==> src/rtl/core/vam_pkg.sv <==
// Shared types and constants for the vertex attribute morph pipeline.
// No dependencies; every module of the block imports it.
package vam_pkg;

    localparam int FRAC_BITS    = 16;
    localparam int WEIGHT_BITS  = 16;
    localparam int WEIGHT_W     = WEIGHT_BITS + 1;
    localparam logic [WEIGHT_W-1:0] WEIGHT_ONE = WEIGHT_W'(1) << WEIGHT_BITS;
    localparam int NORM_BIT     = 29;
    localparam int ROOT_W       = 32;
    localparam int DIV_STEPS    = FRAC_BITS + 1;
    localparam int NUM_W        = 32 + FRAC_BITS + 1;
    localparam logic [DIV_STEPS-1:0] UNIT = DIV_STEPS'(1) << FRAC_BITS;

    localparam int BLEND_STAGES = 3;
    localparam int NORM_STAGES  = 6;
    localparam int DIV_STAGES   = DIV_STEPS + 1;
    localparam int LATENCY      = BLEND_STAGES + NORM_STAGES + ROOT_W + DIV_STAGES + 1;

    typedef enum logic [1:0] {
        KIND_POSITION = 2'd0,
        KIND_NORMAL   = 2'd1,
        KIND_TANGENT  = 2'd2,
        KIND_TEXCOORD = 2'd3
    } t_kind;

    typedef logic [2:0][31:0] t_vec3;

    typedef struct packed {
        logic       dir;
        logic       zero;
        logic [2:0] neg;
        t_vec3      v;
    } t_side;

endpackage

==> src/rtl/core/vam_blend.sv <==
// Blend stages: difference, weight multiply, rounded add back to source.
// Depends on vam_pkg.
module vam_blend (
    input  logic                      i_clk,
    input  logic                      i_rst_n,
    input  logic                      i_valid,
    input  vam_pkg::t_kind            i_kind,
    input  vam_pkg::t_vec3            i_src,
    input  vam_pkg::t_vec3            i_dst,
    input  logic [vam_pkg::WEIGHT_W-1:0] i_weight,
    output logic                      o_valid,
    output vam_pkg::t_side            o_side
);
    import vam_pkg::*;

    logic                  r1_valid, r2_valid, r3_valid;
    logic                  r1_dir, r2_dir, r3_dir;
    logic signed [32:0]    r1_d [3];
    logic [31:0]           r1_a [3];
    logic [WEIGHT_W-1:0]   r1_w;
    logic signed [50:0]    r2_p [3];
    logic [31:0]           r2_a [3];
    t_vec3                 r3_v;
    logic signed [50:0]    n_round [3];

    always_ff @(posedge i_clk) begin
        if (!i_rst_n) begin
            r1_valid <= 1'b0;
            r2_valid <= 1'b0;
            r3_valid <= 1'b0;
        end else begin
            r1_valid <= i_valid;
            r2_valid <= r1_valid;
            r3_valid <= r2_valid;
        end
    end

    always_comb begin
        for (int i = 0; i < 3; i++) begin
            n_round[i] = (r2_p[i] + 51'sd32768) >>> WEIGHT_BITS;
        end
    end

    always_ff @(posedge i_clk) begin
        r1_dir <= (i_kind == KIND_NORMAL) || (i_kind == KIND_TANGENT);
        // saturate the weight at one
        r1_w   <= (i_weight > WEIGHT_ONE) ? WEIGHT_ONE : i_weight;
        r2_dir <= r1_dir;
        r3_dir <= r2_dir;
        for (int i = 0; i < 3; i++) begin
            r1_d[i] <= $signed({i_dst[i][31], i_dst[i]}) - $signed({i_src[i][31], i_src[i]});
            r1_a[i] <= i_src[i];
            r2_p[i] <= r1_d[i] * $signed({1'b0, r1_w});
            r2_a[i] <= r1_a[i];
            r3_v[i] <= r2_a[i] + n_round[i][31:0];
        end
    end

    assign o_valid     = r3_valid;
    assign o_side.dir  = r3_dir;
    assign o_side.zero = 1'b0;
    assign o_side.neg  = 3'b000;
    assign o_side.v    = r3_v;

endmodule

==> config.mk <==
export PLATFORM = sky130hd
export DESIGN_NAME = vam_blend
export DESIGN_NICKNAME = d
export VERILOG_FILES = /design/src/rtl/core/vam_pkg.sv /design/src/rtl/core/vam_blend.sv
export SDC_FILE = /design/constraint.sdc
export NUM_CORES = 2
export LEC_CHECK = 0
export ABC_CLOCK_PERIOD_IN_PS = 13910
export BUFFER_PORTS_ARGS = -buffer_cell sky130_fd_sc_hd__buf_2
export CORE_UTILIZATION = 60
export CTS_CLUSTER_SIZE = 12
export DETAILED_ROUTE_END_ITERATION = 10
export GPL_TIMING_DRIVEN = 0
export PLACE_DENSITY = 0.81
export SETUP_SLACK_MARGIN = 0.15
export SYNTH_ARGS = -nofsm -noshare
export SYNTH_HDL_FRONTEND = slang
export SYNTH_SLANG_ARGS = --single-unit
==> constraint.sdc <==
create_clock -name i_clk -period 13.91 [get_ports i_clk]
set_input_delay 2.0865 -clock i_clk [delete_from_list [all_inputs] [get_ports i_clk]]
set_output_delay 2.0865 -clock i_clk [all_outputs]
set_load 0.01 [all_outputs]
After elaboration in Yosys (flattened, before gate mapping)
Memory sizes are Yosys's and may differ from the RTL's.
Index checks and enable logic that the tools add are counted.
W data, S select, Z words.
{"block": "op_classes", "n_addsub": 9, "mul": 3, "n_lt_le_gt_ge": 1, "eq_ne": 2, "reduce_logical": 1}
{"op": "$mul A33 B18 Y51", "n": 3}
{"op": "$add A48 B17 Y48 const B", "n": 3}
{"op": "$sub A32 B32 Y33", "n": 3}
{"op": "$add A32 B32 Y32", "n": 3}
{"op": "$gt A17 B17 Y1 const B", "n": 1}
{"op": "$eq A2 B1 Y1 const B", "n": 1}
{"op": "$eq A2 B2 Y1 const B", "n": 1}
{"op": "$logic_or A1 B1 Y1", "n": 1}
{"block": "totals", "regBits": 119, "mem_bits_rw": 444, "input_bits": 214, "output_inout_bits": 102, "n_memories": 4}
{"memory": "r2_p", "depth": 3, "word_bits": 51, "rd": 3, "rd_clocked_by_memory_dff": 0, "write_ports": 3, "line_no": "vam_blend.sv:21", "text": "logic signed [50:0] r2_p [3];"}
{"memory": "r1_d", "depth": 3, "word_bits": 33, "rd": 3, "rd_clocked_by_memory_dff": 0, "write_ports": 3, "line_no": "vam_blend.sv:18", "text": "logic signed [32:0] r1_d [3];"}
{"memory": "r1_a", "depth": 3, "word_bits": 32, "rd": 3, "rd_clocked_by_memory_dff": 0, "write_ports": 3, "line_no": "vam_blend.sv:19", "text": "logic [31:0] r1_a [3];"}
{"memory": "r2_a", "depth": 3, "word_bits": 32, "rd": 3, "rd_clocked_by_memory_dff": 0, "write_ports": 3, "line_no": "vam_blend.sv:22", "text": "logic [31:0] r2_a [3];"}

Depth between registers and ports, before layout
An unclocked memory read counts as a cell.
{"block": "depth", "depth_word": 3, "depth_mapped": 29}

Worst setup path before layout
OpenSTA, ideal clock, no wires.
{"block": "synth_path", "path_type": "register -> register", "from": "register r1_w[11]", "to": "memory r2_p[0][44]", "setup_time_ns": 0.120, "arrival_ns": 6.327, "t_required_ns": 13.790, "setup_slack_ns": 7.463, "stages_incl_launch_ff": 25, "path_buffers": 3, "period_less_slack_ns": 6.447, "cell_sequence": "dfxtp_1 clkbuf_1 clkbuf_1 clkbuf_1 nand2_1 fa_1 inv_1 fa_1 fa_1 fa_1 fa_1 inv_1 fa_1 inv_1 ha_1 a21o_1 a21o_1 a2111oi_2 nand2_1 o21ai_2 o21ai_1 a221oi_2 o21bai_1 a21o_1 xor2_1"}
{"item": "start, declared", "line_no": "vam_blend.sv:20", "text": "logic [WEIGHT_W-1:0] r1_w;"}
{"item": "start signal, assigned", "line_no": "vam_blend.sv:47", "text": "r1_w <= (i_weight > WEIGHT_ONE) ? WEIGHT_ONE : i_weight;"}
{"item": "end, declared", "line_no": "vam_blend.sv:21"}

==> out/results.ini <==
[run_status]
status=finished, violations left
violations=capacitance limit, slew limit

[route]
vias_per_cell=5.66
drt-total-wl_um=226000
vias=58800
dr.first_iter.drc_count=5231
drc=0
routedWlPerCell_um=21.8
first_pass_iters=8
ant_nets=0

[placed_design]
io_buffers=311
gp_congestion=1.04
hpwl_um=184000
dp_slack_ns=5.04

[worst_hold_path]
hp-start=r1_a[0][75]
holdPathStages=0
min_path_type=reg -> reg
holdPathEnd=r2_a[0][75]

[setup_path]
crit_required_ns=14.52
crit_top_cell=fa_1
worstSetupStartpointType=register
path_class=reg -> reg
crit_path_max_fanout=10
rr_worst_depth=26
critPathArrivalTime_ns=9.80
worst_setup_path_end_kind=register
crit_path_max_incr_delay_ns=1.01
timing.rr.end=r2_p[0][45]
rrSetupSlack_ns=4.72
cpLargestDelayFamily=adder cells
worst-path-buf-inv=8
slowest_stage=clkbuf_1
r2r-start=r1_w[9]

[synthesis]
ys_seq_area_share_pct=13.3
synth_seq_cells=509
synth_cells=8299
syn_avg_cell_area_um2=9.20
yosys-top-cells-area=fa_1 41%, dfxtp_1 13%, inv_1 9.7%, ha_1 8.6%, and2_1 7.9%
yosysWarnings=0
synth_cell_type_count=87
synth_enable_flop_cells=0
synth_top_area_share_pct=40.6
synth_area_um2=76300
synth_ff_type=dfxtp_1
synth_top_area_cell=fa_1
synthArstFlopShare_pct=0

[die]
die_area_um2=129000
rows=130
die_h_um=359
start_util_pct=60.6
die-width_um=359
core_area_um2=126000
io_pins=316

[sta]
setup_slack_ns=4.72
rsz0062_at_grt=no
fin_crit_sh_pct=66.1
setup_tns_ns=0
slew_headroom_pct=-4.26
worst_pin_slew_ns=1.56
skew_ns=0.0268
period_needed_ns=9.19
setup_violations=0
max_freq_ghz=0.109
drv_slew=95
hold_viol_final=0

[cts]
clock_sinks=509
ctsResizeCount=0
cts_max_path_buffers=3
postCtsSetupBuffers=0
clk_latency_ns=0.69
cts_hold_buf=0
cts-root-buf=clkbuf_16
cts_tree=done
path_clk_slew_ns=0.06
ctsHtreeMaxLevel=2
numCtsBuffers=55

[layout]
nets=11000
regArea_um2=10200
syn2layout_area_growth_pct=7.19
multiInputGateArea_um2=57600
drive_above_1_share_pct=5.08
n_fill_cell=10100

[grt]
overflow=0
grt_pass1_wl_um=349000
grt_use_total_pct=36.2
antenna_found_initial=32
grt_max_degree=16
grt_pass1_vias=62100

[job]
drv_cap=9

==> stage by stage <==
stage | instance area [µm²] | hold WS [ns] | cells | utilization, %
2_1_floorplan | 76300 | 0.310 | 8302 | -
3_3_place_gp | 80000 | 0.310 | 10300 | 63.5
3_5_place_dp | 80000 | 0.312 | 10300 | 63.5
4_1_cts | 81700 | 0.323 | 10400 | 64.9
5_1_grt | 81800 | 0.328 | 10400 | 64.9
6_report | 81800 | 0.319 | 10400 | 65.0
==> sequential cells by signal, indices dropped and copies added (netlist names) <==
| signal | cells |
|---|---|
| r1_valid | 1 |
| r1_d | 99 |
| r1_dir | 1 |
| r2_valid | 1 |
| r2_p | 99 |
| o_valid | 1 |
| r1_a | 96 |
| o_side | 96 |
| r2_a | 96 |
| r2_dir | 1 |
| r3_dir | 1 |
| r1_w | 17 |
==> layout make-up <==
class	count	share of cell area [%]
Timing Repair Buffer	312	1.92
Clock inverter	14	0.225
Clock buffer	77	1.91
Buffer	300	1.41
Antenna cell	37	0.113
Tap cell	1650	2.52
Inverter	1976	9.06
Sequential cell	509	12.5
Multi-Input combinational cell	5517	70.4
==> cells by family after synthesis <==
kind of cell    count (synthesis)  synth area share (%)
fa+ha+maj                    2070                  49.2
xor+xnor                      412                  4.73
flops                         509                  13.3
mux                             1                0.0148
compound gates                680                  5.75
buf+inv                      2276                  11.2
other cells                     1               0.00491
simple gates                 2350                  15.8
==> routing by layer <==
layer | track usage, % | share of wire (%) | vias to the layer above
li1 | - | - | 25300
met1 | 43.2 | 35 | 29100
met2 | 58.0 | 46 | 3315
met3 | 9.63 | 11 | 1039
met4 | 23.6 | 7.9 | 14
met5 | 0 | 0.046 | -
==> synth_stat cells (4+ instances only) <==
| library cell | n |
|---|---|
| a211o_1 | 4 |
| a211oi_1 | 20 |
| a21boi_0 | 7 |
| a21o_1 | 105 |
| a21oi_1 | 231 |
| a311oi_1 | 4 |
| a31o_2 | 9 |
| a31oi_1 | 23 |
| and2_1 | 962 |
| and3_1 | 49 |
| and4_1 | 7 |
| buf_4 | 5 |
| clkbuf_1 | 295 |
| dfxtp_1 | 509 |
| fa_1 | 1548 |
| ha_1 | 522 |
| inv_1 | 1976 |
| nand2_1 | 856 |
| nand2b_1 | 30 |
| nand3_1 | 97 |
| nand4_1 | 37 |
| nor2_1 | 157 |
| nor2b_1 | 57 |
| nor3_1 | 54 |
| nor4_1 | 5 |
| o211a_1 | 4 |
| o211ai_1 | 10 |
| o21a_1 | 33 |
| o21ai_0 | 110 |
| o21ai_1 | 8 |
| o21ai_2 | 4 |
| o21bai_1 | 31 |
| o22ai_1 | 11 |
| o31a_1 | 7 |
| o31ai_1 | 9 |
| or2_2 | 5 |
| or3_1 | 15 |
| xnor2_1 | 315 |
| xor2_1 | 97 |
==> cells in the final DEF, fill, tap and decap left out, types with 15 or more instances in the layout <==
cell,count
inv_1,1976
fa_1,1548
and2_1,962
nand2_1,856
ha_1,522
dfxtp_1,509
xnor2_1,315
buf_2,311
clkbuf_1,304
a21oi_1,231
nor2_1,157
o21ai_0,110
a21o_1,105
xor2_1,97
nand3_1,97
nor2b_1,57
clkbuf_16,56
nor3_1,54
and3_1,49
diode_2,37
nand4_1,37
o21a_1,33
o21bai_1,31
nand2b_1,30
a31oi_1,23
a211oi_1,20
or3_1,15
==> how the worst max path moves through the flow <==
stage	start	endpoint	slack (ns)	cells past startpoint
finish	r1_w[9]	r2_p[0][45]	4.72	26
global route	r1_w[7]	r2_p[0][98]	4.45	25
CTS	r1_w[6]	r2_p[0][45]	4.99	27
detailed placement	r1_w[6]	r2_p[0][45]	5.04	27
global placement	r1_w[6]	r2_p[0][45]	5.11	27
floorplan	r1_w[11]	r2_p[0][44]	7.46	24
==> worst reg2reg max path, cell delays in order (launching register included) <==
cell and delay (ns):
dfxtp_1 0.32, clkbuf_1 0.99, clkbuf_1 1.01, clkbuf_1 0.63
nand2_1 0.17, fa_1 0.58, inv_1 0.06, fa_1 0.48
fa_1 0.56, fa_1 0.42, fa_1 0.50, inv_1 0.05
fa_1 0.57, inv_1 0.07, ha_1 0.27, clkbuf_1 0.25
nand3_1 0.13, nor3_1 0.40, nand3_1 0.17, o211ai_1 0.17
a31oi_1 0.12, o21ai_1 0.25, and2_0 0.19, clkbuf_1 0.25
nor2_1 0.14, o21ai_0 0.26, xor2_1 0.16
Power is not shown: default switching activity piles up to over one toggle a cycle in this logic, so the estimate is an artifact.
